**config.mk**
```make
export PLATFORM = sky130hd
export DESIGN_NAME = circular_queue_with_positional_ops
export DESIGN_NICKNAME = d
export VERILOG_FILES = /design/src/rtl/cqpos_pkg.sv /design/src/rtl/circular_queue_with_positional_ops.sv
export SDC_FILE = /design/constraint.sdc
export NUM_CORES = 1
export LEC_CHECK = 0
export BUFFER_PORTS_ARGS = -buffer_cell sky130_fd_sc_hd__buf_4
export CAP_MARGIN = 25
export CORE_MARGIN = 10
export CORE_UTILIZATION = 55
export CTS_CLUSTER_SIZE = 20
export DETAILED_ROUTE_END_ITERATION = 10
export PLACE_DENSITY = 0.8
export SLEW_MARGIN = 30
export SYNTH_ARGS = -nofsm -noshare
export SYNTH_HDL_FRONTEND = slang
export SYNTH_SLANG_ARGS = --single-unit
```
**constraint.sdc**
```tcl
create_clock -name clk_i -period 5.3 [get_ports clk_i]
set_input_delay 1.06 -clock clk_i [delete_from_list [all_inputs] [get_ports clk_i]]
set_output_delay 1.06 -clock clk_i [all_outputs]
set_load 0.03 [all_outputs]
```
**src/rtl/cqpos_pkg.sv**
```systemverilog
// Package for the circular queue with positional operations.
// Holds the queue depth, request/result item structs and the op and status codes.
// No dependencies.
package cqpos_pkg;

  // Queue storage depth; one slot always stays empty. Power of two, so
  // ring indexes wrap by truncation.
  localparam int unsigned DEPTH = 16;
  localparam int unsigned IDX_W = $clog2(DEPTH);

  localparam int unsigned KEY_W = 32;
  localparam int unsigned POS_W = 4;
  localparam int unsigned CNT_W = 4;

  typedef enum logic [1:0] {
    OP_APPEND  = 2'd0,
    OP_POP     = 2'd1,
    OP_INSERT  = 2'd2,
    OP_REMOVE  = 2'd3
  } op_e;

  typedef enum logic [1:0] {
    ST_OK    = 2'd0,
    ST_EMPTY = 2'd1,
    ST_FULL  = 2'd2,
    ST_RANGE = 2'd3
  } status_e;

  typedef struct packed {
    op_e                      op;
    logic [POS_W-1:0]         position;
    logic signed [KEY_W-1:0]  key_in;
  } req_t;

  typedef struct packed {
    logic signed [KEY_W-1:0]  key_out;
    status_e                  status;
    logic [CNT_W-1:0]         count;
  } rsp_t;

endpackage

```
**src/rtl/circular_queue_with_positional_ops.sv**
```systemverilog
// Circular queue of signed 32-bit keys with append, pop, insert-at and remove-at.
// Single module: sequencer, head/tail pointers and a 1W/1R entry memory.
// Depends on cqpos_pkg.
//
//  channel   ports               direction  handshake
//  -------   -----------------   ---------  ---------------------------------------
//  request   start, req_i        in         taken at an edge with start high, busy low
//  result    done_o, rsp_o       out        valid for the one cycle done_o is high
//
// Error cases go from acceptance straight to the result; append stores the key first,
// and pop reads the oldest key and waits for the registered read before the result.
// Insert at position p moves each entry from p on up one slot, working down from the
// newest; when it shifts, the key write waits for the last shift write on the single
// write port. Remove at p passes every shifted entry through the single memory read
// port, with the read of one entry overlapped with the write of the last.
// Reset leaves the queue empty (head and tail at DEPTH-1); entry storage is not
// cleared, no entry is read before it is written.
// busy stays high from acceptance until the result cycle; the receiver cannot stall,
// so the result is shown exactly once and the block goes back to idle.
module circular_queue_with_positional_ops (
  input  logic              clk_i,
  input  logic              rst_ni,
  input  logic              start,
  input  cqpos_pkg::req_t   req_i,
  output logic              busy,
  output logic              done_o,
  output cqpos_pkg::rsp_t   rsp_o
);

  localparam int unsigned IDX_W = cqpos_pkg::IDX_W;
  localparam int unsigned CNT_W = cqpos_pkg::CNT_W;
  localparam int unsigned POS_W = cqpos_pkg::POS_W;
  localparam int unsigned KEY_W = cqpos_pkg::KEY_W;
  localparam int unsigned DEPTH_ENTRIES = cqpos_pkg::DEPTH;

  typedef enum logic [6:0] {
    S_IDLE   = 7'b0000001,
    S_APPEND = 7'b0000010,
    S_HEAD   = 7'b0000100,
    S_DRAIN  = 7'b0001000,
    S_INS    = 7'b0010000,
    S_REM    = 7'b0100000,
    S_DONE   = 7'b1000000
  } state_e;

  state_e state_q, state_d;

  // Ring pointers: head is the slot before the oldest key, tail the newest key.
  logic [IDX_W-1:0] head_q, head_d;
  logic [IDX_W-1:0] tail_q, tail_d;

  // Latched request and per-item bookkeeping.
  logic [POS_W-1:0]       pos_q, pos_d;
  logic [CNT_W-1:0]       n_q, n_d;
  logic [CNT_W-1:0]       cnt_q, cnt_d;
  logic [KEY_W-1:0]       kin_q, kin_d;
  logic [KEY_W-1:0]       key_q, key_d;
  cqpos_pkg::status_e     status_q, status_d;

  // Pending write of the last read word, and capture of a removed key.
  logic                   wpend_q, wpend_d;
  logic [IDX_W-1:0]       wslot_q, wslot_d;
  logic                   cap_q, cap_d;

  // Entry memory ports.
  logic [KEY_W-1:0]       mem_q [DEPTH_ENTRIES];
  logic                   mem_we;
  logic [IDX_W-1:0]       mem_waddr;
  logic [KEY_W-1:0]       mem_wdata;
  logic                   mem_re;
  logic [IDX_W-1:0]       mem_raddr;
  logic [KEY_W-1:0]       rdata_q;

  logic [CNT_W-1:0]       held;
  logic                   accept;

  // Storage slot of the entry at a position counted from the head.
  function automatic logic [IDX_W-1:0] slot_of(input logic [IDX_W-1:0] head,
                                               input logic [CNT_W-1:0] p);
    return IDX_W'(head + IDX_W'(1) + IDX_W'(p));
  endfunction

  assign held   = CNT_W'(IDX_W'(tail_q - head_q));
  assign accept = start && (state_q == S_IDLE);
  assign busy   = (state_q != S_IDLE);
  assign done_o = (state_q == S_DONE);

  assign rsp_o.key_out = key_q;
  assign rsp_o.status  = status_q;
  assign rsp_o.count   = held;

  always_comb begin
    state_d  = state_q;
    head_d   = head_q;
    tail_d   = tail_q;
    pos_d    = pos_q;
    n_d      = n_q;
    cnt_d    = cnt_q;
    kin_d    = kin_q;
    key_d    = cap_q ? rdata_q : key_q;
    status_d = status_q;
    wpend_d  = 1'b0;
    wslot_d  = wslot_q;
    cap_d    = 1'b0;

    // Retire a pending shift write whenever one is queued.
    mem_we    = wpend_q;
    mem_waddr = wslot_q;
    mem_wdata = rdata_q;
    mem_re    = 1'b0;
    mem_raddr = slot_of(head_q, cnt_q);

    unique case (state_q)
      S_IDLE: begin
        if (accept) begin
          pos_d    = req_i.position;
          n_d      = held;
          kin_d    = req_i.key_in;
          key_d    = '1;
          status_d = cqpos_pkg::ST_OK;
          state_d  = S_DONE;
          unique case (req_i.op)
            cqpos_pkg::OP_APPEND: begin
              if (held >= CNT_W'(cqpos_pkg::DEPTH - 1)) begin
                status_d = cqpos_pkg::ST_FULL;
              end else begin
                state_d = S_APPEND;
              end
            end
            cqpos_pkg::OP_POP: begin
              if (held == '0) begin
                status_d = cqpos_pkg::ST_EMPTY;
              end else begin
                state_d = S_HEAD;
              end
            end
            cqpos_pkg::OP_INSERT: begin
              if (held >= CNT_W'(cqpos_pkg::DEPTH - 1)) begin
                status_d = cqpos_pkg::ST_FULL;
              end else if (CNT_W'(req_i.position) > held) begin
                status_d = cqpos_pkg::ST_RANGE;
              end else begin
                cnt_d   = held;
                state_d = S_INS;
              end
            end
            cqpos_pkg::OP_REMOVE: begin
              if (held == '0) begin
                status_d = cqpos_pkg::ST_EMPTY;
              end else if (CNT_W'(req_i.position) >= held) begin
                status_d = cqpos_pkg::ST_RANGE;
              end else begin
                cnt_d   = CNT_W'(req_i.position);
                state_d = S_REM;
              end
            end
            default: ;
          endcase
        end
      end

      S_APPEND: begin
        // Store at the slot after the tail and advance the tail.
        mem_we    = 1'b1;
        mem_waddr = IDX_W'(tail_q + IDX_W'(1));
        mem_wdata = kin_q;
        tail_d    = IDX_W'(tail_q + IDX_W'(1));
        state_d   = S_DONE;
      end

      S_HEAD: begin
        // Read the oldest key and advance the head.
        mem_re    = 1'b1;
        mem_raddr = slot_of(head_q, '0);
        cap_d     = 1'b1;
        head_d    = IDX_W'(head_q + IDX_W'(1));
        state_d   = S_DRAIN;
      end

      S_DRAIN: begin
        state_d = S_DONE;
      end

      S_INS: begin
        // Walk down from the count, moving each entry one slot up.
        if (cnt_q > CNT_W'(pos_q)) begin
          mem_re    = 1'b1;
          mem_raddr = slot_of(head_q, CNT_W'(cnt_q - CNT_W'(1)));
          wpend_d   = 1'b1;
          wslot_d   = slot_of(head_q, cnt_q);
          cnt_d     = CNT_W'(cnt_q - CNT_W'(1));
        end else if (!wpend_q) begin
          mem_we    = 1'b1;
          mem_waddr = slot_of(head_q, CNT_W'(pos_q));
          mem_wdata = kin_q;
          tail_d    = IDX_W'(tail_q + IDX_W'(1));
          state_d   = S_DONE;
        end
      end

      S_REM: begin
        // First read is the removed key; later reads move one slot down.
        if (cnt_q < n_q) begin
          mem_re    = 1'b1;
          mem_raddr = slot_of(head_q, cnt_q);
          cap_d     = (cnt_q == CNT_W'(pos_q));
          wpend_d   = (cnt_q != CNT_W'(pos_q));
          wslot_d   = slot_of(head_q, CNT_W'(cnt_q - CNT_W'(1)));
          cnt_d     = CNT_W'(cnt_q + CNT_W'(1));
        end else begin
          tail_d  = IDX_W'(tail_q - IDX_W'(1));
          state_d = S_DONE;
        end
      end

      S_DONE: begin
        state_d = S_IDLE;
      end

      default: begin
        state_d = S_IDLE;
      end
    endcase
  end

  always_ff @(posedge clk_i or negedge rst_ni) begin
    if (!rst_ni) begin
      state_q <= S_IDLE;
      head_q  <= IDX_W'(cqpos_pkg::DEPTH - 1);
      tail_q  <= IDX_W'(cqpos_pkg::DEPTH - 1);
      wpend_q <= 1'b0;
      cap_q   <= 1'b0;
    end else begin
      state_q <= state_d;
      head_q  <= head_d;
      tail_q  <= tail_d;
      wpend_q <= wpend_d;
      cap_q   <= cap_d;
    end
  end

  always_ff @(posedge clk_i) begin
    pos_q    <= pos_d;
    n_q      <= n_d;
    cnt_q    <= cnt_d;
    kin_q    <= kin_d;
    key_q    <= key_d;
    status_q <= status_d;
    wslot_q  <= wslot_d;
  end

  // Entry memory: one write port, one registered read port.
  always_ff @(posedge clk_i) begin
    if (mem_we) begin
      mem_q[mem_waddr] <= mem_wdata;
    end
    if (mem_re) begin
      rdata_q <= mem_q[mem_raddr];
    end
  end

endmodule
```
==> impl_results.md <==
- Drt first pass iters: 5
- Clock-pin slew on the worst setup and hold paths: 0.06 ns
- Root Driver: clkbuf_16
- Dpl hpwl: 33300 um
- CP max-delay cell: nor2b_4
- Synth Area in XOR/XNOR: less than 1%
- Crit path capture type: flip-flop
- Clock latency at the later pin of the worst-skew pair: 0.59 ns
- PortBufs: 80
- Post-synth top area share: 67.23%
- Vias/cell: approximately 6
- Fin. Hold Viols: 0
- Fin crit period: approximately 4.5 ns
- Ranking of synthesized cells by area: edfxtp_1 67%, mux2i_1 11%, mux2_2 4.2%
- Ys async rst share: 2.644%
- Setup Skew: about 0.022 ns
- Share of cells above drive strength 1: roughly 22%
- Maximum clock frequency: ~0.22 GHz
- Area Growth Syn to Fin: 13.86%
- Hold_buf cts: 0
- Post-Synth Adder-Cell Area: 1.622%
- Ys flop type: edfxtp_1
- HP Class: in -> async
- Setup crit start kind: flip-flop
- Mapped Area: 26530 sq um
- Slew Viols, Final: 0
- Pwr/cell area: 653.0 nW/um^2
- Leak: ~11 nW
- First-pass GRT wire length: slightly below 90000 um
- Utilization after layout: about 63%
- CTS tree: done
- Via count: 14050
- Remaining DRCs: 0
- Antenna cell count: 0
- Post-CTS Resized: 0
- Post-synthesis mux area share: 15.18%
- Die outline height: about 240 um
- Crit-path cells: ha_1, and4_1, a21oi_4, nor3_2, a31oi_4, a221oi_1, nor3_1, nor2b_4, buf_4
- Total wire length: 55820 um
- Wire per inst: between 20 and 25 um
- Post-synthesis simple-gate area fraction: between 3 and 4%
- Outcome: complete, no violations
- Die X: between 200 and 250 um
- R2r worst-path depth: 9
- Net count after synthesis: 1669
- Routed Antenna Nets: 0
- Flops & latches, synth: 643
- Clock buffer depth: 3
- Row cnt: 80
- Final Wtd Congestion: 0.8003
- Worst Tran Pin Value: 1.021 ns
- Max-Cap Viols: 0
- Final worst slack: 0.8293 ns
- Crit path kind: reg -> reg
- DR iter-0 viols: 1214
- Starting density of the core: 55.57%
- H-tree levels: 3
- Synth Area in Compound Gates: under 10%
- Worst slack, placed: 0.8950 ns
- Die Area: 57420 sq um
- Crit-path max cell delay: 0.67 ns
- Setup_tns: 0 ns
- Number of synthesized flops with an enable pin: 594
- TritonCTS buffer count: 66
- Layout Nets: 1777
- Fillers: between 3000 and 4000
- Ports: slightly above 80
- CP max FO: 22
- Antenna violations before repair: 0
- CP Data Arrival Time: 4.75 ns
- Yosys cell types: 62
- CP Data Required Time: around 5.6 ns
- Total gr overflow: 0
- Gr usage total: 19.69%
- Core area: 47750 sq um
- Final setup fails: 0
- Largest net degree at the start of global routing: 122
- Rel. slew slack: about a third
- Hold Worst Slack: between 0.3 and 0.4 ns
- Largest family of logic cells by synthesized area: multiplexers
- Clk sinks: 643
- Sequential share of the synthesized area: 71.29%
- Peak VDD IR: roughly 570 uV
- Area leader, netlist: edfxtp_1
- Ys Warns: 0
- Vias in the first global route: 14476
- Synth Instances: 1596
- Fin crit share: between 80% and 90%
- Mean post-synth cell area: around 17 sq um
- Post-CTS setup buffers: 0
- RSZ-0062 raised after global routing: no
metal layers:
| layer | routed length [um] | global-route usage [%] | part of all wire (%) | vias to the layer above |
|---|---|---|---|---|
| met2 | 27610 | 32.70 | 49 | 445 |
| met3 | 3320 | 3.344 | 5.9 | 84 |
| li1 | - | - | - | 6410 |
| met5 | 0 | 0 | 0 | - |
| met1 | 23760 | 26.25 | 43 | 7111 |
| met4 | 1128 | 5.711 | 2.0 | 0 |
area by class of cell:
cell class	count	area, sq um	share of cell area, %
clock buffers	83	1779	5.890
clock inverters	37	365.4	1.209
inverters	32	120.1	0.3976
multi-input cells	843	7259	24.03
flip-flops and latches	643	18920	62.62
well taps	615	769.5	2.547
repair buffers	118	998.5	3.305
flip-flops by register name, indices dropped and copies added (netlist names):
signal / flops
head_q: 4
key_q: 32
state_q: 7
rdata_q: 32
wpend_q: 1
n_q: 4
cnt_q: 4
tail_q: 4
mem_q: 512
status_q: 2
wslot_q: 4
pos_q: 4
kin_q: 32
cap_q: 1
cells in the final DEF, fill, tap and decap left out, drive strengths merged, types with 7 or more instances in the layout:
cell / n
clkinv: 24
mux2: 99
nand2: 57
mux2i: 291
dfrtp: 8
bufinv: 7
xor2: 8
nor3: 10
dfxtp: 32
nor2: 96
xnor2: 15
o21ai: 13
o221ai: 33
a22oi: 31
ha: 28
clkbuf: 83
edfxtp: 594
nand2b: 7
dfstp: 9
buf: 118
inv: 36
a21oi: 81
synth_stat cells (4+ instances only):
cell type	n
o21ai_0	13
buf_2	24
buf_4	10
o221ai_1	33
mux2i_1	291
mux2_2	99
a21oi_1	80
buf_1	5
dfxtp_1	32
fa_1	4
inv_1	30
ha_1	28
dfstp_2	9
a221oi_1	4
buf_6	8
edfxtp_1	594
nor3_1	8
nor4_1	5
nand2_1	56
clkbuf_1	31
nor2_1	96
a22oi_2	29
xor2_1	8
xnor2_1	15
nor2b_1	5
a21o_1	6
nand3_1	5
dfrtp_1	8
a221o_1	5
nand2b_1	7
worst max-delay path: cells and delay by family (launching register included):
family / cells / cell delay [ns]
AOI/OAI and AO/OA: 3 / 1.30
adders and majority gates: 1 / 0.40
and+or+nand+nor: 4 / 1.53
buffers and inverters: 1 / 0.33
DFF: 1 / 0.58
cell families after synthesis:
| group | after synthesis |
|---|---|
| adder cells (fa/ha/maj) | 32 |
| multiplexers | 390 |
| XOR/XNOR | 25 |
| buffers and inverters | 110 |
| flip-flops | 643 |
| AO/OA/AOI/OAI | 193 |
| AND/OR/NAND/NOR | 203 |
power by group:
part	internal [mW]	switching (mW)	leakage, nW
Clock	2.73	1.87	1.05
Sequential	6.24	0.165	5.82
Combinational	3.62	5.11	3.87
Total	12.6	7.14	10.7
metrics by stage:
stage | instances | cell area, sq um | power [mW]
after global routing | 2371 | 30210 | 20.66
final | 2371 | 30210 | 19.73
after detailed placement | 2251 | 28060 | 15.16
after global placement | 2251 | 28060 | 14.95
after CTS | 2371 | 30210 | 19.83
after floorplan | 1596 | 26540 | 13.11
path summary, 6_finish.rpt:
check,to,slack [ns],from
worst max-delay path,mem_q[6][28]$_DFFE_PP_,0.83,cnt_q[2]$_DFFE_PP_
worst min-delay path,state_q[6]$_DFFE_PN0P_,0.33,rst_ni
worst max register to register,mem_q[6][28]$_DFFE_PP_,0.83,cnt_q[2]$_DFFE_PP_
worst min register to register,key_q[26]$_DFF_P_,0.47,key_q[26]$_DFF_P_
max in group asynchronous,head_q[0]$_DFFE_PN1P_,4.70,rst_ni
min in group clk_i,key_q[26]$_DFF_P_,0.47,key_q[26]$_DFF_P_
Note: power is estimated with default switching activity, not from simulation.
